**config.mk**
```make
export PLATFORM = sky130hd
export DESIGN_NAME = ncr_div
export DESIGN_NICKNAME = d
export VERILOG_FILES = /design/src/rtl/core/ncr_pkg.sv /design/src/rtl/core/ncr_div.sv
export SDC_FILE = /design/constraint.sdc
export NUM_CORES = 1
export LEC_CHECK = 0
export BUFFER_PORTS_ARGS = -buffer_cell sky130_fd_sc_hd__buf_4
export CAP_MARGIN = 20
export CORE_MARGIN = 1.5
export CORE_UTILIZATION = 45
export DETAILED_ROUTE_END_ITERATION = 6
export SYNTH_ARGS = -nofsm -noshare
export SYNTH_HDL_FRONTEND = slang
export SYNTH_SLANG_ARGS = --single-unit
export TNS_END_PERCENT = 30
```
**constraint.sdc**
```tcl
create_clock -name aclk -period 11.7 [get_ports aclk]
set_input_delay 2.34 -clock aclk [delete_from_list [all_inputs] [get_ports aclk]]
set_output_delay 2.34 -clock aclk [all_outputs]
set_load 0.005 [all_outputs]
```
**src/rtl/core/ncr_pkg.sv**
```systemverilog
package ncr_pkg;

    localparam int FRACTION_BITS = 16;
    localparam int MAX_STEPS     = 255;

    localparam int ACC_W  = 68;
    localparam int OPD_W  = 33;
    localparam int PROD_W = 2 * OPD_W;
    localparam int ADDR_W = 5;
    localparam int PC_W   = 8;
    localparam int DEN_W  = 64;
    localparam int QUO_W  = 32;

    // configuration register indexes
    localparam logic [2:0] REG_ROOT0_RE  = 3'd0;
    localparam logic [2:0] REG_ROOT0_IM  = 3'd1;
    localparam logic [2:0] REG_ROOT1_RE  = 3'd2;
    localparam logic [2:0] REG_ROOT1_IM  = 3'd3;
    localparam logic [2:0] REG_ROOT2_RE  = 3'd4;
    localparam logic [2:0] REG_ROOT2_IM  = 3'd5;
    localparam logic [2:0] REG_STEP_CNT  = 3'd6;

    // micro-op codes
    localparam logic [3:0] OP_LD   = 4'd0;
    localparam logic [3:0] OP_ADD  = 4'd1;
    localparam logic [3:0] OP_SAT  = 4'd2;
    localparam logic [3:0] OP_WR   = 4'd3;
    localparam logic [3:0] OP_WRX  = 4'd4;
    localparam logic [3:0] OP_MULF = 4'd5;
    localparam logic [3:0] OP_MULX = 4'd6;
    localparam logic [3:0] OP_DEN  = 4'd7;
    localparam logic [3:0] OP_DIV  = 4'd8;
    localparam logic [3:0] OP_CMP  = 4'd9;
    localparam logic [3:0] OP_TEST = 4'd10;
    localparam logic [3:0] OP_LOOP = 4'd11;
    localparam logic [3:0] OP_DONE = 4'd12;

    // operand space: 0..7 fixed sources, 8..31 scratch ram
    localparam logic [ADDR_W-1:0] A_R0R = 5'd0;
    localparam logic [ADDR_W-1:0] A_R0I = 5'd1;
    localparam logic [ADDR_W-1:0] A_R1R = 5'd2;
    localparam logic [ADDR_W-1:0] A_R1I = 5'd3;
    localparam logic [ADDR_W-1:0] A_R2R = 5'd4;
    localparam logic [ADDR_W-1:0] A_R2I = 5'd5;
    localparam logic [ADDR_W-1:0] A_SR  = 5'd6;
    localparam logic [ADDR_W-1:0] A_SI  = 5'd7;
    localparam logic [ADDR_W-1:0] A_ZR  = 5'd8;
    localparam logic [ADDR_W-1:0] A_ZI  = 5'd9;
    localparam logic [ADDR_W-1:0] A_BR  = 5'd10;
    localparam logic [ADDR_W-1:0] A_BI  = 5'd11;
    localparam logic [ADDR_W-1:0] A_CR  = 5'd12;
    localparam logic [ADDR_W-1:0] A_CI  = 5'd13;
    localparam logic [ADDR_W-1:0] A_DR  = 5'd14;
    localparam logic [ADDR_W-1:0] A_DI  = 5'd15;
    localparam logic [ADDR_W-1:0] A_AR  = 5'd16;
    localparam logic [ADDR_W-1:0] A_AI  = 5'd17;
    localparam logic [ADDR_W-1:0] A_ER  = 5'd18;
    localparam logic [ADDR_W-1:0] A_EI  = 5'd19;
    localparam logic [ADDR_W-1:0] A_FR  = 5'd20;
    localparam logic [ADDR_W-1:0] A_FI  = 5'd21;
    localparam logic [ADDR_W-1:0] A_Z2R = 5'd22;
    localparam logic [ADDR_W-1:0] A_Z2I = 5'd23;
    localparam logic [ADDR_W-1:0] A_Z3R = 5'd24;
    localparam logic [ADDR_W-1:0] A_Z3I = 5'd25;
    localparam logic [ADDR_W-1:0] A_BZR = 5'd26;
    localparam logic [ADDR_W-1:0] A_BZI = 5'd27;
    localparam logic [ADDR_W-1:0] A_GR  = 5'd28;
    localparam logic [ADDR_W-1:0] A_GI  = 5'd29;
    localparam logic [ADDR_W-1:0] A_HR  = 5'd30;
    localparam logic [ADDR_W-1:0] A_HI  = 5'd31;
    // reused inside the loop
    localparam logic [ADDR_W-1:0] A_PR  = 5'd16;
    localparam logic [ADDR_W-1:0] A_PI  = 5'd17;
    localparam logic [ADDR_W-1:0] A_DPR = 5'd18;
    localparam logic [ADDR_W-1:0] A_DPI = 5'd19;
    localparam logic [ADDR_W-1:0] A_QR  = 5'd20;
    localparam logic [ADDR_W-1:0] A_QI  = 5'd21;
    localparam logic [ADDR_W-1:0] A_TR  = 5'd22;
    localparam logic [ADDR_W-1:0] A_TI  = 5'd23;

    localparam logic [PC_W-1:0] PC_TOP  = 8'd58;
    localparam logic [PC_W-1:0] PC_FIN  = 8'd141;
    localparam logic [PC_W-1:0] PC_DONE = 8'd168;

    typedef struct packed {
        logic [3:0]        op;
        logic              neg;
        logic              clr;
        logic [ADDR_W-1:0] dst;
        logic [ADDR_W-1:0] a;
        logic [ADDR_W-1:0] b;
        logic [1:0]        k;
    } uop_t;

    typedef struct packed {
        logic              start;
        logic              neg;
        logic [DEN_W-1:0]  mag;
        logic [DEN_W-1:0]  den;
    } div_req_t;

    function automatic uop_t mk(input logic [3:0] op, input logic neg, input logic clr,
                                input logic [ADDR_W-1:0] dst, input logic [ADDR_W-1:0] a,
                                input logic [ADDR_W-1:0] b);
        uop_t u;
        u.op  = op;
        u.neg = neg;
        u.clr = clr;
        u.dst = dst;
        u.a   = a;
        u.b   = b;
        u.k   = 2'd0;
        return u;
    endfunction

    // complex multiply, six steps
    function automatic uop_t cmul_step(input logic [2:0] off, input logic [ADDR_W-1:0] d,
                                       input logic [ADDR_W-1:0] a,
                                       input logic [ADDR_W-1:0] b);
        uop_t u;
        case (off)
            3'd0:    u = mk(OP_MULF, 1'b0, 1'b1, d, a, b);
            3'd1:    u = mk(OP_MULF, 1'b1, 1'b0, d, a + 5'd1, b + 5'd1);
            3'd2:    u = mk(OP_WR, 1'b0, 1'b0, d, a, b);
            3'd3:    u = mk(OP_MULF, 1'b0, 1'b1, d, a, b + 5'd1);
            3'd4:    u = mk(OP_MULF, 1'b0, 1'b0, d, a + 5'd1, b);
            default: u = mk(OP_WR, 1'b0, 1'b0, d + 5'd1, a, b);
        endcase
        return u;
    endfunction

    // squared distance to root k and compare, nine steps
    function automatic uop_t dist_step(input logic [3:0] off, input logic [1:0] k);
        uop_t u;
        logic [ADDR_W-1:0] rr;
        logic [ADDR_W-1:0] ri;
        rr = {2'b00, k, 1'b0};
        ri = {2'b00, k, 1'b1};
        case (off)
            4'd0:    u = mk(OP_LD, 1'b0, 1'b0, A_TR, rr, rr);
            4'd1:    u = mk(OP_ADD, 1'b1, 1'b0, A_TR, A_ZR, A_ZR);
            4'd2:    u = mk(OP_WRX, 1'b0, 1'b0, A_TR, A_TR, A_TR);
            4'd3:    u = mk(OP_LD, 1'b0, 1'b0, A_TI, ri, ri);
            4'd4:    u = mk(OP_ADD, 1'b1, 1'b0, A_TI, A_ZI, A_ZI);
            4'd5:    u = mk(OP_WRX, 1'b0, 1'b0, A_TI, A_TI, A_TI);
            4'd6:    u = mk(OP_MULX, 1'b0, 1'b1, A_TR, A_TR, A_TR);
            4'd7:    u = mk(OP_MULX, 1'b0, 1'b0, A_TI, A_TI, A_TI);
            default: begin
                u   = mk(OP_CMP, 1'b0, 1'b0, A_TR, A_TR, A_TR);
                u.k = k;
            end
        endcase
        return u;
    endfunction

    // three-term saturating sum: ld x, add y, sat, add z, wr d
    function automatic uop_t sum3_step(input logic [2:0] off, input logic [ADDR_W-1:0] d,
                                       input logic [ADDR_W-1:0] x,
                                       input logic [ADDR_W-1:0] y,
                                       input logic [ADDR_W-1:0] z);
        uop_t u;
        case (off)
            3'd0:    u = mk(OP_LD, 1'b0, 1'b0, d, x, x);
            3'd1:    u = mk(OP_ADD, 1'b0, 1'b0, d, y, y);
            3'd2:    u = mk(OP_SAT, 1'b0, 1'b0, d, y, y);
            3'd3:    u = mk(OP_ADD, 1'b0, 1'b0, d, z, z);
            default: u = mk(OP_WR, 1'b0, 1'b0, d, z, z);
        endcase
        return u;
    endfunction

    function automatic uop_t ncr_prog(input logic [PC_W-1:0] pc);
        uop_t u;
        case (pc) inside
            8'd0:          u = mk(OP_LD, 1'b0, 1'b0, A_BR, A_R0R, A_R0R);
            8'd1:          u = mk(OP_ADD, 1'b0, 1'b0, A_BR, A_R1R, A_R1R);
            8'd2:          u = mk(OP_SAT, 1'b0, 1'b0, A_BR, A_R1R, A_R1R);
            8'd3:          u = mk(OP_ADD, 1'b0, 1'b0, A_BR, A_R2R, A_R2R);
            8'd4:          u = mk(OP_SAT, 1'b0, 1'b0, A_BR, A_R2R, A_R2R);
            8'd5:          u = mk(OP_WR, 1'b0, 1'b0, A_BR, A_BR, A_BR);
            8'd6:          u = mk(OP_LD, 1'b1, 1'b0, A_BR, A_BR, A_BR);
            8'd7:          u = mk(OP_WR, 1'b0, 1'b0, A_BR, A_BR, A_BR);
            8'd8:          u = mk(OP_LD, 1'b0, 1'b0, A_BI, A_R0I, A_R0I);
            8'd9:          u = mk(OP_ADD, 1'b0, 1'b0, A_BI, A_R1I, A_R1I);
            8'd10:         u = mk(OP_SAT, 1'b0, 1'b0, A_BI, A_R1I, A_R1I);
            8'd11:         u = mk(OP_ADD, 1'b0, 1'b0, A_BI, A_R2I, A_R2I);
            8'd12:         u = mk(OP_SAT, 1'b0, 1'b0, A_BI, A_R2I, A_R2I);
            8'd13:         u = mk(OP_WR, 1'b0, 1'b0, A_BI, A_BI, A_BI);
            8'd14:         u = mk(OP_LD, 1'b1, 1'b0, A_BI, A_BI, A_BI);
            8'd15:         u = mk(OP_WR, 1'b0, 1'b0, A_BI, A_BI, A_BI);
            [8'd16:8'd21]: u = cmul_step(3'(pc - 8'd16), A_AR, A_R0R, A_R1R);
            [8'd22:8'd27]: u = cmul_step(3'(pc - 8'd22), A_ER, A_R1R, A_R2R);
            [8'd28:8'd33]: u = cmul_step(3'(pc - 8'd28), A_FR, A_R0R, A_R2R);
            [8'd34:8'd38]: u = sum3_step(3'(pc - 8'd34), A_CR, A_AR, A_ER, A_FR);
            [8'd39:8'd43]: u = sum3_step(3'(pc - 8'd39), A_CI, A_AI, A_EI, A_FI);
            [8'd44:8'd49]: u = cmul_step(3'(pc - 8'd44), A_DR, A_AR, A_R2R);
            8'd50:         u = mk(OP_LD, 1'b1, 1'b0, A_DR, A_DR, A_DR);
            8'd51:         u = mk(OP_WR, 1'b0, 1'b0, A_DR, A_DR, A_DR);
            8'd52:         u = mk(OP_LD, 1'b1, 1'b0, A_DI, A_DI, A_DI);
            8'd53:         u = mk(OP_WR, 1'b0, 1'b0, A_DI, A_DI, A_DI);
            8'd54:         u = mk(OP_LD, 1'b0, 1'b0, A_ZR, A_SR, A_SR);
            8'd55:         u = mk(OP_WR, 1'b0, 1'b0, A_ZR, A_SR, A_SR);
            8'd56:         u = mk(OP_LD, 1'b0, 1'b0, A_ZI, A_SI, A_SI);
            8'd57:         u = mk(OP_WR, 1'b0, 1'b0, A_ZI, A_SI, A_SI);
            8'd58:         u = mk(OP_TEST, 1'b0, 1'b0, A_ZR, A_ZR, A_ZR);
            [8'd59:8'd64]: u = cmul_step(3'(pc - 8'd59), A_Z2R, A_ZR, A_ZR);
            [8'd65:8'd70]: u = cmul_step(3'(pc - 8'd65), A_Z3R, A_Z2R, A_ZR);
            [8'd71:8'd76]: u = cmul_step(3'(pc - 8'd71), A_BZR, A_BR, A_ZR);
            [8'd77:8'd82]: u = cmul_step(3'(pc - 8'd77), A_GR, A_BR, A_Z2R);
            [8'd83:8'd88]: u = cmul_step(3'(pc - 8'd83), A_HR, A_CR, A_ZR);
            8'd89:         u = mk(OP_LD, 1'b0, 1'b0, A_PR, A_Z3R, A_Z3R);
            8'd90:         u = mk(OP_ADD, 1'b0, 1'b0, A_PR, A_GR, A_GR);
            8'd91:         u = mk(OP_SAT, 1'b0, 1'b0, A_PR, A_GR, A_GR);
            [8'd92:8'd95]: u = sum3_step(3'(pc - 8'd91), A_PR, A_PR, A_HR, A_DR);
            8'd96:         u = mk(OP_LD, 1'b0, 1'b0, A_PI, A_Z3I, A_Z3I);
            8'd97:         u = mk(OP_ADD, 1'b0, 1'b0, A_PI, A_GI, A_GI);
            8'd98:         u = mk(OP_SAT, 1'b0, 1'b0, A_PI, A_GI, A_GI);
            [8'd99:8'd102]: u = sum3_step(3'(pc - 8'd98), A_PI, A_PI, A_HI, A_DI);
            8'd103:        u = mk(OP_LD, 1'b0, 1'b0, A_GR, A_BZR, A_BZR);
            8'd104:        u = mk(OP_ADD, 1'b0, 1'b0, A_GR, A_BZR, A_BZR);
            8'd105:        u = mk(OP_WR, 1'b0, 1'b0, A_GR, A_BZR, A_BZR);
            8'd106:        u = mk(OP_LD, 1'b0, 1'b0, A_GI, A_BZI, A_BZI);
            8'd107:        u = mk(OP_ADD, 1'b0, 1'b0, A_GI, A_BZI, A_BZI);
            8'd108:        u = mk(OP_WR, 1'b0, 1'b0, A_GI, A_BZI, A_BZI);
            8'd109:        u = mk(OP_LD, 1'b0, 1'b0, A_DPR, A_Z2R, A_Z2R);
            8'd110:        u = mk(OP_ADD, 1'b0, 1'b0, A_DPR, A_Z2R, A_Z2R);
            8'd111:        u = mk(OP_ADD, 1'b0, 1'b0, A_DPR, A_Z2R, A_Z2R);
            8'd112:        u = mk(OP_SAT, 1'b0, 1'b0, A_DPR, A_Z2R, A_Z2R);
            [8'd113:8'd116]: u = sum3_step(3'(pc - 8'd112), A_DPR, A_Z2R, A_GR, A_CR);
            8'd117:        u = mk(OP_LD, 1'b0, 1'b0, A_DPI, A_Z2I, A_Z2I);
            8'd118:        u = mk(OP_ADD, 1'b0, 1'b0, A_DPI, A_Z2I, A_Z2I);
            8'd119:        u = mk(OP_ADD, 1'b0, 1'b0, A_DPI, A_Z2I, A_Z2I);
            8'd120:        u = mk(OP_SAT, 1'b0, 1'b0, A_DPI, A_Z2I, A_Z2I);
            [8'd121:8'd124]: u = sum3_step(3'(pc - 8'd120), A_DPI, A_Z2I, A_GI, A_CI);
            8'd125:        u = mk(OP_MULX, 1'b0, 1'b1, A_DPR, A_DPR, A_DPR);
            8'd126:        u = mk(OP_MULX, 1'b0, 1'b0, A_DPR, A_DPI, A_DPI);
            8'd127:        u = mk(OP_DEN, 1'b0, 1'b0, A_DPR, A_DPR, A_DPR);
            8'd128:        u = mk(OP_MULX, 1'b0, 1'b1, A_QR, A_PR, A_DPR);
            8'd129:        u = mk(OP_MULX, 1'b0, 1'b0, A_QR, A_PI, A_DPI);
            8'd130:        u = mk(OP_DIV, 1'b0, 1'b0, A_QR, A_PI, A_DPI);
            8'd131:        u = mk(OP_MULX, 1'b0, 1'b1, A_QI, A_PI, A_DPR);
            8'd132:        u = mk(OP_MULX, 1'b1, 1'b0, A_QI, A_PR, A_DPI);
            8'd133:        u = mk(OP_DIV, 1'b0, 1'b0, A_QI, A_PR, A_DPI);
            8'd134:        u = mk(OP_LD, 1'b0, 1'b0, A_ZR, A_ZR, A_ZR);
            8'd135:        u = mk(OP_ADD, 1'b1, 1'b0, A_ZR, A_QR, A_QR);
            8'd136:        u = mk(OP_WR, 1'b0, 1'b0, A_ZR, A_QR, A_QR);
            8'd137:        u = mk(OP_LD, 1'b0, 1'b0, A_ZI, A_ZI, A_ZI);
            8'd138:        u = mk(OP_ADD, 1'b1, 1'b0, A_ZI, A_QI, A_QI);
            8'd139:        u = mk(OP_WR, 1'b0, 1'b0, A_ZI, A_QI, A_QI);
            8'd140:        u = mk(OP_LOOP, 1'b0, 1'b0, A_ZR, A_ZR, A_ZR);
            [8'd141:8'd149]: u = dist_step(4'(pc - 8'd141), 2'd0);
            [8'd150:8'd158]: u = dist_step(4'(pc - 8'd150), 2'd1);
            [8'd159:8'd167]: u = dist_step(4'(pc - 8'd159), 2'd2);
            default:       u = mk(OP_DONE, 1'b0, 1'b0, A_ZR, A_ZR, A_ZI);
        endcase
        return u;
    endfunction

    function automatic logic signed [31:0] ncr_sat32(input logic signed [ACC_W-1:0] x);
        logic signed [31:0] r;
        if ((&x[ACC_W-1:31]) || (~|x[ACC_W-1:31])) begin
            r = x[31:0];
        end else if (x[ACC_W-1]) begin
            r = 32'sh8000_0000;
        end else begin
            r = 32'sh7FFF_FFFF;
        end
        return r;
    endfunction

endpackage

```
**src/rtl/core/ncr_div.sv**
```systemverilog
module ncr_div (
    input  logic                              aclk,
    input  logic                              aresetn,
    input  ncr_pkg::div_req_t                 req,
    output logic                              done,
    output logic signed [ncr_pkg::QUO_W-1:0]  quo
);

    localparam int FB  = ncr_pkg::FRACTION_BITS;
    localparam int DW  = ncr_pkg::DEN_W;
    localparam int QW  = ncr_pkg::QUO_W;

    logic              busy_reg;
    logic [4:0]        cnt_reg;
    logic              ovf_reg;
    logic              neg_reg;
    logic [DW-1:0]     den_reg;
    logic [DW-1:0]     rem_reg;
    logic [QW-1:0]     low_reg;
    logic [QW-1:0]     q_reg;
    logic              done_reg;
    logic [QW-1:0]     quo_reg;

    logic [DW+QW-1:0]  n_full;
    logic              ovf;
    logic [DW:0]       r2;
    logic              take;
    logic [QW-1:0]     q_next;
    logic [QW-1:0]     q_fin;
    logic [QW-1:0]     lim;
    logic [QW-1:0]     q_clamp;
    logic              finish;

    assign n_full = (DW+QW)'(req.mag) << FB;
    assign ovf    = n_full >= {req.den, {QW{1'b0}}};

    assign r2      = {rem_reg, low_reg[QW-1]};
    assign take    = r2 >= {1'b0, den_reg};
    assign q_next  = {q_reg[QW-2:0], take};
    assign q_fin   = ovf_reg ? {QW{1'b1}} : q_next;
    assign lim     = neg_reg ? {1'b1, {(QW-1){1'b0}}} : {1'b0, {(QW-1){1'b1}}};
    assign q_clamp = (q_fin > lim) ? lim : q_fin;
    assign finish  = busy_reg && (ovf_reg || (cnt_reg == 5'd31));

    always_ff @(posedge aclk) begin
        if (!aresetn) begin
            busy_reg <= 1'b0;
            done_reg <= 1'b0;
        end else begin
            done_reg <= finish;
            if (req.start) begin
                busy_reg <= 1'b1;
            end else if (finish) begin
                busy_reg <= 1'b0;
            end
        end
    end

    always_ff @(posedge aclk) begin
        if (req.start) begin
            cnt_reg <= 5'd0;
            ovf_reg <= ovf;
            neg_reg <= req.neg;
            den_reg <= req.den;
            rem_reg <= DW'(n_full >> QW);
            low_reg <= n_full[QW-1:0];
            q_reg   <= '0;
        end else if (busy_reg) begin
            cnt_reg <= cnt_reg + 5'd1;
            rem_reg <= take ? DW'(r2 - {1'b0, den_reg}) : DW'(r2);
            low_reg <= {low_reg[QW-2:0], 1'b0};
            q_reg   <= q_next;
        end
        if (finish) begin
            quo_reg <= neg_reg ? (~q_clamp + 1'b1) : q_clamp;
        end
    end

    assign done = done_reg;
    assign quo  = quo_reg;

endmodule

```
Word level (Yosys, flattened, before mapping) --
Cells that the tools add are included. W data, S select, Z words.
Cells by class: bitwise logic cells 1, muxes and demuxes 11, reductions and logical operators 4, equality and inequality tests 1, magnitude comparators 3, $add $sub $neg 3
Operator list (number):
- $mux W32 | 6
- $ge A80 B96 Y1 | 1
- $mux W48 | 2
- $ge A65 B64 Y1 | 1
- $mux W64 | 1
- $sub A64 B64 Y64 | 1
- $add A32 B1 Y32 const B | 1
- $gt A32 B32 Y1 | 1
- $not A32 Y32 | 1
- $add A5 B1 Y5 const B | 1
- $eq A5 B5 Y1 const B | 1
- $reduce_bool A2 Y1 | 2
- $mux W1 | 2
- $logic_and A1 B1 Y1 | 1
- $logic_or A1 B1 Y1 | 1
Storage, ports and cells: input port bits 132, output and inout bits 33, logic and storage cells 34, register bits after elaboration 216

Longest topological paths before layout --
Gate-level depths: netlist of the first run.
depth after elaboration 7, mapped depth 27, mapped depth without buffers 23

Worst setup path before layout of the first run --
Ideal clock, no wire load.
path type register to register, from reg rem_reg[40], to reg quo_reg[30] (netlist: quo[30]) (data pin), data required time 11.439 ns, clock period less this slack 5.626 ns, setup slack 6.074 ns, stages on the path, launching flop included 26, buffers on the path 5, library setup time 0.261 ns, arrival 5.365 ns, cells stage by stage edfxtp_1 ha_1 clkbuf_1 and4_1 nor4b_1 nand3_1 o211ai_1 a211oi_1 a21oi_2 clkbuf_1 nor2_1 ha_1 nand4_1 or3_1 nor3b_1 a22oi_1 o31a_1 clkbuf_1 buf_2 o21ai_0 ha_1 clkbuf_1 o21a_1 o21ai_1 a211oi_1 o32a_1
Between the ends: cells in the longest elaborated chain, start to end 7
Ends and longest elaborated chain:
- from (decl) | RTL line ncr_div.sv:18 | logic [DW-1:0] rem_reg;
- from (signal assigned) | RTL line ncr_div.sv:65 | rem_reg <= DW'(n_full >> QW);
- from (signal assigned) | RTL line ncr_div.sv:70 | rem_reg <= take ? DW'(r2 - {1'b0, den_reg}) : DW'(r2);
- $ge A65 B64 Y1 * | RTL line ncr_div.sv:38 | assign take = r2 >= {1'b0, den_reg};
- $mux W32 * | RTL line ncr_div.sv:40 | assign q_fin = ovf_reg ? {QW{1'b1}} : q_next;
- $gt A32 B32 Y1 | RTL line ncr_div.sv:42 | assign q_clamp = (q_fin > lim) ? lim : q_fin;
- $mux W32 * | RTL line ncr_div.sv:42
- $not A32 Y32 | RTL line ncr_div.sv:75 | quo_reg <= neg_reg ? (~q_clamp + 1'b1) : q_clamp;
- $add A32 B1 Y32 | RTL line ncr_div.sv:75
- $mux W32 * | RTL line ncr_div.sv:75
- to (signal assigned) | RTL line ncr_div.sv:75
- to (decl) | RTL line ncr_div.sv:22 | logic [QW-1:0] quo_reg;
Mark *: on every way between the ends. The rest lies on a longest branch, timed or not. A chain may end at the register's enable or synchronous reset.

Final worst setup path of the first run --
from reg rem_reg[45], to reg quo_reg[30] (netlist: quo[30]) (data pin)
The elaborated chain is that of the path after synthesis.

==> results of run 1 <==
-- Yosys cell counts, types with 4 or more instances --
cell type  number  area, sq um
nand2b_1        8         50.1
o31a_1          4         35.0
and3_1          6         37.5
a211oi_1       24          180
nor3b_1         5         37.5
mux2_2         48          541
nor3_1         21          105
edfxtp_1      162         4860
or2_2          13         81.3
o31ai_1        12         90.1
nor2b_1        22          138
a21oi_1       185          926
dfxtp_1        54         1080
buf_1          14         52.6
a31oi_1        13         81.3
o21ai_0        94          470
ha_1          147         1840
a311oi_1        6         52.6
inv_1         163          612
a21o_1         41          308
and2_1          5         31.3
nand2_1       134          503
o21a_1         12         90.1
nor4_1         20          125
a21boi_0        4         30.0
xnor2_1        31          272
o21ai_1         8         40.0
buf_2          13         65.1
o211ai_1        8         60.1
or4_1           4         30.0
mux2i_1        45          450
clkbuf_1       59          221
o21bai_1       18          135
xor2_1         31          272
or2_1           4         25.0
nand4_1        46          288
nor2_1        185          694
nand3_1        32          160
o22ai_1         5         31.3
or3_1          16          100
-- worst max-delay path, stage by stage (launching register included) --
cell	delay [ns]
edfxtp_1	0.38
ha_1	0.45
nand4_1	0.29
nor4b_1	0.57
nand3_1	0.16
o211ai_1	0.20
a211oi_1	0.12
a21oi_4	0.83
nor2_1	0.14
ha_1	0.32
nand4_1	0.09
or3_1	0.38
nor3b_1	0.15
a22oi_1	0.27
o31a_1	0.22
buf_4	0.36
o21ai_0	0.15
ha_1	0.32
o21a_1	0.17
o21ai_1	0.25
a211oi_1	0.10
o32a_1	0.31
-- layout make-up --
cell class,count,area (sq um),share of cell area
clock buffers,35,694,0.0385
repair buffers,175,1340,0.0742
inverters,164,616,0.0342
multi-input cells,1306,8800,0.488
flip-flops and latches,216,5950,0.330
well taps,455,569,0.0316
clock inverters,11,52.6,0.00292
-- power by group through the flow --
stage / combinational [mW] / clock, mW / sequential [mW]
finish: 0.744 / 0.728 / 0.924
global route: 0.834 / 0.776 / 0.931
CTS: 0.739 / 0.751 / 0.925
detailed placement: 0.733 / 0 / 0.941
global placement: 0.726 / 0 / 0.938
floorplan: 0.530 / 0 / 0.935
-- cell families (layout without fill, tap and decap cells) --
kind of cell    Yosys count  after routing  share of synthesized area
simple gates            536            536                      0.162
compound gates          467            467                      0.181
buf+inv                 251            385                     0.0616
flops                   216            216                      0.379
fa+ha+maj               148            148                      0.119
mux                      93             93                     0.0632
xor+xnor                 62             62                     0.0346
-- worst min path at each step --
| stage | from | to | slack, ns | depth (start not counted) |
|---|---|---|---|---|
| after global placement | q_reg[30] | q_reg[30] | 0.47 | 2 |
| after CTS | q_reg[30] | q_reg[30] | 0.50 | 2 |
| after detailed placement | q_reg[30] | q_reg[30] | 0.48 | 2 |
| final | rem_reg[61] | rem_reg[61] | 0.50 | 2 |
| after global routing | rem_reg[57] | rem_reg[58] | 0.52 | 2 |
| after floorplan | rem_reg[60] | rem_reg[60] | 0.45 | 2 |
-- per-layer routing --
layer / GRT usage / wire (microns) / up-vias
met1: 0.325 / 19500 / 6271
li1: - / - / 6636
met4: 0.0571 / 869 / 0
met5: 0 / 0 / -
met3: 0.0231 / 1940 / 50
met2: 0.362 / 18100 / 292
==> flow_metrics.tcl, run 1 <==
set metrics [dict create \
    worst_pin_slew_ns 1.01 \
    place_congestion 0.897 \
    finalNetCount 2168 \
    fin_ws_ns 5.22 \
    gr-usage-all-layers 0.226 \
    leakagePower_nw 7.71 \
    cts_made_buffers 25 \
    yosysSeqAreaShare 0.379 \
    syn_inst 1773 \
    fmax_mhz 154 \
    slew-limit-headroom 0.328 \
    post_dp_cell_area_sq_mm 0.0172 \
    ant_nets 0 \
    p_clk_frac 0.304 \
    outcome "finished, final reports clean" \
    grt_pass1_vias 12967 \
    grt_antenna_before_repair 1 \
    initial_core_util 0.455 \
    cts_root_buffer "clkbuf_16" \
    layout.cells.most_common "a21oi_1" \
    crit_fanout 38 \
    die_width_microns 190 \
    fp.dieArea_sq_mm 0.0360 \
    synth-seq-cells 216 \
    powerDensity_mw_per_mm2 133 \
    fillers 3301 \
    syn2layout_area_growth_pct 14.8 \
    r2r-start "rem_reg[45]" \
    grt_pass1_wl_mm 66.4 \
    clock-sinks 216 \
    worst-endpoint-required_ns 11.99 \
    post_cts_buffers 0 \
    via_per_inst 5.61 \
    p_sw_frac 0.328 \
    core_area_sq_mm 0.0345 \
    worstHoldPathType "flop to flop" \
    synth_nets 2053 \
    crit_path_end "quo[30]" \
    crit_path_end_kind "flop" \
    clock_path_buffers 3 \
    final_area_sq_mm 0.0180 \
    totalPowerFinal_mw 2.40 \
    htreeDepth 1 \
    p_int_mw 1.61 \
    utilization 0.523 \
    rsz0062_at_grt "false" \
    post-place-ws_ns 5.21 \
    crit_start "rem_reg[45]" \
    syn_area_sq_mm 0.0157 \
    placement.io_buffers 164 \
    finalNonFillerCells 2362 \
    io_pins 165 \
    cts_tree "done" \
    cap_violations 0 \
    ff2ff_setup_slack_ns 5.22 \
    place_inst 2315 \
    synth.distinct_cells 73 \
    layout_common_cells "a21oi_1 (185), nor2_1 (184), buf_4 (173), inv_1 (162), edfxtp_1 (162)" \
    setup_viol 0 \
    wl_per_cell_microns 17.1 \
    combinationalPowerShare 0.310 \
    cts.hold.buffers_added 0 \
    finalCriticalPeriod_ns 6.48 \
    clock_latency_ns 0.55 \
    p_sw_mw 0.786 \
    drt_iter0_drc 806 \
    period_share 0.554 \
    yosysWarningCount 0 \
    reg2reg_depth 21 \
    hold_slack_ns 0.502 \
    diodes 0 \
    finalSetupTns_ns 0 \
    slew_viol_final 0 \
    rows 68 \
    worstSetupStartpointType "flop" \
    asyncSetResetFlopFracSynth 0 \
    peakVddDrop_mv 0.108 \
    grt_start_max_net_pins 75 \
    avgSynthCellArea_sq_um 8.85 \
    ctsResizeCount 0 \
    yosys_most_used_dff "edfxtp_1" \
    drc_errors 0 \
    num_vias 13249 \
    synth-edff-count 162 \
    drive_gt1_frac 0.148 \
    fin_skew_ns 0.0144 \
    gr-total-overflow 0 \
    die_h_microns 190 \
    clkTransAtPathRegs_ns 0.06 \
    hold_viol_final 0 \
    timing.rr.end "quo[30]" \
    drt_pass1_iterations 5 \
    pwr-share-seq 0.386 \
    critPathArrivalTime_ns 6.78 \
    critPathKind "flop to flop" \
    place_hpwl_mm 30.3 \
    finalWirelength_mm 40.3 \
]
Power figures use the tool's default switching activity.
==> inputs of run 2 (changes only) <==
==> constraint.sdc (replaced) <==
create_clock -name aclk -period 6.7 [get_ports aclk]
set_input_delay 1.34 -clock aclk [delete_from_list [all_inputs] [get_ports aclk]]
set_output_delay 1.34 -clock aclk [all_outputs]
set_load 0.005 [all_outputs]
==> flow_metrics.tcl, run 2 (same netlist as run 1, synthesis figures left out) <==
set metrics [dict create \
    worst_pin_slew_ns 1.13 \
    finalSetupTns_ns 0 \
    finalNetCount 2172 \
    powerDensity_mw_per_mm2 238 \
    peakVddDrop_mv 0.183 \
    met2_length_mm 18.4 \
    finalNonFillerCells 2367 \
    place_congestion 0.908 \
    slew_viol_final 0 \
    drive_gt1_frac 0.152 \
    crit_top_cell "ha_1" \
    wl_met1_mm 19.5 \
    worst_path_dominant_cell_family "compound AO/OA/AOI/OAI gates" \
    place_hpwl_mm 30.3 \
    ctsResizeCount 0 \
    finalCriticalPeriod_ns 6.00 \
    grt_pass1_wl_mm 66.0 \
    critPathKind "flop to flop" \
    clock-sinks 216 \
    slew-limit-headroom 0.238 \
    gr-usage-all-layers 0.226 \
    syn2layout_area_growth_pct 15.4 \
    grt_antenna_before_repair 1 \
    layout.cells.most_common "a21oi_1" \
    initial_core_util 0.455 \
    seq_area_sq_mm 0.00595 \
    io_pins 165 \
    totalPowerFinal_mw 4.31 \
    clock_path_buffers 3 \
    wl_met3_mm 2.14 \
    worstHoldPathType "flop to flop" \
    die_h_microns 190 \
    grt_pass1_vias 12760 \
    drt_iter0_drc 999 \
    cts.hold.buffers_added 0 \
    cts_root_buffer "clkbuf_16" \
    fin_skew_ns 0.0190 \
    wl_per_cell_microns 17.3 \
    outcome "finished, final reports clean" \
    path_cells "ha_1, a21oi_1, a21boi_0, o31ai_1, a311oi_1, o31ai_1, a21oi_4, nor2_1, ha_1, nor2b_1, o21a_1, o21ai_0, a21oi_1, nor4b_1, o31a_1, buf_4, o21ai_0, ha_1, o21a_1, o21ai_1, a211oi_1, o32a_1" \
    fin_ws_ns 0.696 \
    rows 68 \
    post_dp_cell_area_sq_mm 0.0173 \
    clkTransAtPathRegs_ns 0.06 \
    core_area_sq_mm 0.0345 \
    fmax_mhz 167 \
    ff2ff_setup_slack_ns 0.70 \
    fp.dieArea_sq_mm 0.0360 \
    period_share 0.896 \
    setup_viol 0 \
    rsz0062_at_grt "false" \
    crit_fanout 20 \
    cap_violations 0 \
    worstSetupStartpointType "flop" \
    place_inst 2319 \
    finalWirelength_mm 40.9 \
    drt_pass1_iterations 5 \
    final_area_sq_mm 0.0181 \
    ant_nets 0 \
    leakagePower_nw 7.75 \
    hold_viol_final 0 \
    drc_errors 0 \
    critical-path-slowest-cell "o31ai_1" \
    clock_latency_ns 0.56 \
    post-place-ws_ns 0.809 \
    htreeDepth 1 \
    layout_common_cells "a21oi_1 (185), nor2_1 (184), buf_4 (177), inv_1 (162), edfxtp_1 (162)" \
    crit_path_end_kind "flop" \
    multiInputGateArea_sq_mm 0.00880 \
    worst-endpoint-required_ns 7.00 \
    cts_made_buffers 26 \
    cts_tree "done" \
    num_vias 13206 \
    placement.io_buffers 164 \
    cp_slowest_stage_delay_ns 0.68 \
    grt_start_max_net_pins 79 \
    via_per_inst 5.58 \
    fillers 3296 \
    post_cts_buffers 0 \
    die_width_microns 190 \
    dr.max_layer_used "met4" \
    diodes 0 \
    critPathArrivalTime_ns 6.30 \
    gr-total-overflow 0 \
    crit_buf_inv 1 \
]
-- run 2: changes by cell type in the layout (fill, tap and decap cells not counted), moves of 2 or more --
cell and delta:
clkinv_2 -3, clkinv_1 -4, buf_4 +4, clkbuf_8 +6
clkinvlp_4 +2
-- run 2: cell type report --
class / instances / share of cell area
clock buffers: 43 / 0.0445
flip-flops and latches: 216 / 0.328
clock inverters: 5 / 0.00159
repair buffers: 178 / 0.0740
multi-input cells: 1306 / 0.486
well taps: 455 / 0.0314
inverters: 164 / 0.0340
-- run 2: metrics by stage --
step	hold slack, ns	utilization
6_report	0.504	0.525
5_1_grt	0.524	0.525
2_1_floorplan	0.451	-
4_1_cts	0.502	0.525
3_5_place_dp	0.496	0.501
3_3_place_gp	0.477	0.501
-- run 2: layer usage --
layer / GRT usage / vias up
met5: 0 / -
met4: 0.0617 / 0
met3: 0.0267 / 60
met2: 0.367 / 350
met1: 0.318 / 6155
li1: - / 6641
-- run 2: worst min-delay path: stages (launching register included) --
cell	delay, ns
dfxtp_1	0.35
a32oi_1	0.07
o31ai_1	0.05
-- run 2: final timing paths --
check,depth (start not counted),to,start
worst min register to register,2,rem_reg[53],rem_reg[53]
worst min-delay path,2,rem_reg[53],rem_reg[53]
worst max-delay path,22,quo[30],rem_reg[1]
worst max register to register,22,quo[30],rem_reg[1]
-- run 2: report_power, final --
group          internal [mW]  switching, mW  leakage [nW]
registers               1.57         0.0429          2.01
clock network          0.814          0.579         0.403
logic                  0.523          0.779          5.33
total                   2.91           1.40          7.75
==> inputs of run 3 (changes only) <==
--- a/config.mk
+++ b/config.mk
@@ -7,6 +7,7 @@
 export LEC_CHECK = 0
 export BUFFER_PORTS_ARGS = -buffer_cell sky130_fd_sc_hd__buf_4
 export CAP_MARGIN = 20
+export CORE_ASPECT_RATIO = 1.1
 export CORE_MARGIN = 1.5
 export CORE_UTILIZATION = 45
 export DETAILED_ROUTE_END_ITERATION = 6
==> flow_metrics.tcl, run 3 (same netlist as run 1, synthesis figures left out) <==
set metrics [dict create \
    drt_pass1_iterations 5 \
    place_inst 2302 \
    clock_path_buffers 3 \
    slew-limit-headroom 0.323 \
    finalWirelength_mm 41.1 \
    p_sw_mw 1.38 \
    post-place-ws_ns 0.644 \
    p_sw_frac 0.324 \
    initial_core_util 0.457 \
    grt_use_met1 0.308 \
    layout_common_cells "a21oi_1 (185), nor2_1 (184), buf_4 (176), inv_1 (162), edfxtp_1 (162)" \
    core_area_sq_mm 0.0343 \
    finalSetupTns_ns 0 \
    drt_iter0_drc 1049 \
    crit_path_end_kind "flop" \
    clkTransAtPathRegs_ns 0.06 \
    peakVddDrop_mv 0.176 \
    grt_antenna_before_repair 1 \
    slew_viol_final 0 \
    critPathKind "flop to flop" \
    layout.cells.most_common "a21oi_1" \
    htreeDepth 1 \
    outcome "finished, final reports clean" \
    place_congestion 0.912 \
    cap_violations 0 \
    fmax_mhz 164 \
    seq_area_sq_mm 0.00595 \
    clock_latency_ns 0.55 \
    die_h_microns 199 \
    diodes 0 \
    grt.met3_usage 0.0260 \
    die_width_microns 181 \
    gr-usage-all-layers 0.229 \
    hold_viol_final 0 \
    hold_slack_ns 0.496 \
    fin_skew_ns 0.0119 \
    post_cts_buffers 0 \
    powerDensity_mw_per_mm2 236 \
    io_pins 165 \
    finalNetCount 2171 \
    num_vias 13222 \
    top_usage_layer "met2" \
    cts.hold.buffers_added 0 \
    worstSetupStartpointType "flop" \
    fp.dieArea_sq_mm 0.0360 \
    worst_pin_slew_ns 1.02 \
    ant_nets 0 \
    placement.io_buffers 164 \
    fin_ws_ns 0.611 \
    gr-total-overflow 0 \
    rsz0062_at_grt "false" \
    drc_errors 0 \
    ctsResizeCount 0 \
    period_share 0.909 \
    cts_tree "done" \
    critPathArrivalTime_ns 6.38 \
    pwr-share-seq 0.378 \
    crit_fanout 38 \
    combinationalPowerShare 0.305 \
    clock-sinks 216 \
    grt_pass1_vias 12863 \
    worstHoldPathType "flop to flop" \
    worst-endpoint-required_ns 6.99 \
    multiInputGateArea_sq_mm 0.00880 \
    place_hpwl_mm 30.5 \
    finalCriticalPeriod_ns 6.09 \
    grt_pass1_wl_mm 66.6 \
    grt.met2_usage 0.386 \
    cts_made_buffers 25 \
    p_clk_frac 0.317 \
    fillers 3247 \
    grt_start_max_net_pins 140 \
    p_int_mw 2.89 \
    ff2ff_setup_slack_ns 0.61 \
    wl_per_cell_microns 17.5 \
    drive_gt1_frac 0.150 \
    leakagePower_nw 7.74 \
    setup_viol 0 \
    cts_root_buffer "clkbuf_16" \
    finalNonFillerCells 2347 \
    via_per_inst 5.63 \
    syn2layout_area_growth_pct 15.1 \
    rows 71 \
]
-- run 3: cell count changes in the layout (fill, tap and decap cells not counted), sizes merged --
cell	delta
clkbuf	-4
clkinvlp	-2
bufinv	+1
clkinv	+1
inv	+1
-- run 3: metrics by stage --
step / utilization / cell area, sq um / total power [mW]
after global placement: 0.503 / 17300 / 2.91
after detailed placement: 0.503 / 17300 / 2.93
after CTS: 0.527 / 18100 / 4.31
after floorplan: - / 15700 / 2.56
final: 0.527 / 18100 / 4.27
after global routing: 0.527 / 18100 / 4.52
-- run 3: cell type report --
type,count,share of cell area
inverter,164,0.0341
tap,438,0.0303
clock buffer,39,0.0410
multi-input combinational,1306,0.487
timing repair buffer,178,0.0749
sequential,216,0.329
clock inverter,6,0.00332
-- run 3: worst paths after layout --
check | start | to | cells after the start
min | q_reg[30] | q_reg[30] | 2
max | rem_reg[1] | quo[30] | 22
min reg2reg | q_reg[30] | q_reg[30] | 2
max reg2reg | rem_reg[1] | quo[30] | 22
-- run 3: critical path: stages (launching register included) --
cell	delay (ns)
edfxtp_1	0.40
ha_1	0.36
a21oi_1	0.27
a21boi_0	0.21
o31ai_1	0.37
a311oi_1	0.18
o31ai_1	0.67
a21oi_4	0.11
nor2_1	0.20
ha_1	0.18
nor2b_1	0.05
o21a_1	0.15
o21ai_0	0.14
a21oi_1	0.09
nor4b_1	0.62
o31a_1	0.22
buf_4	0.37
o21ai_0	0.14
ha_1	0.29
o21a_1	0.16
o21ai_1	0.25
a211oi_1	0.09
o32a_1	0.30
-- run 3: power by group through the flow --
stage / Sequential [mW] / Combinational [mW] / Clock [mW]
2_1_floorplan: 1.63 / 0.925 / 0
3_3_place_gp: 1.64 / 1.28 / 0
3_5_place_dp: 1.64 / 1.29 / 0
4_1_cts: 1.62 / 1.30 / 1.40
5_1_grt: 1.63 / 1.46 / 1.44
6_report: 1.61 / 1.30 / 1.36
-- run 3: per-layer routing --
metal,wire (microns),vias up,share of wire
met4,1040,0,0.025
met1,19300,6202,0.47
li1,-,6632,-
met5,0,-,0
met3,1840,55,0.045
met2,19000,333,0.46
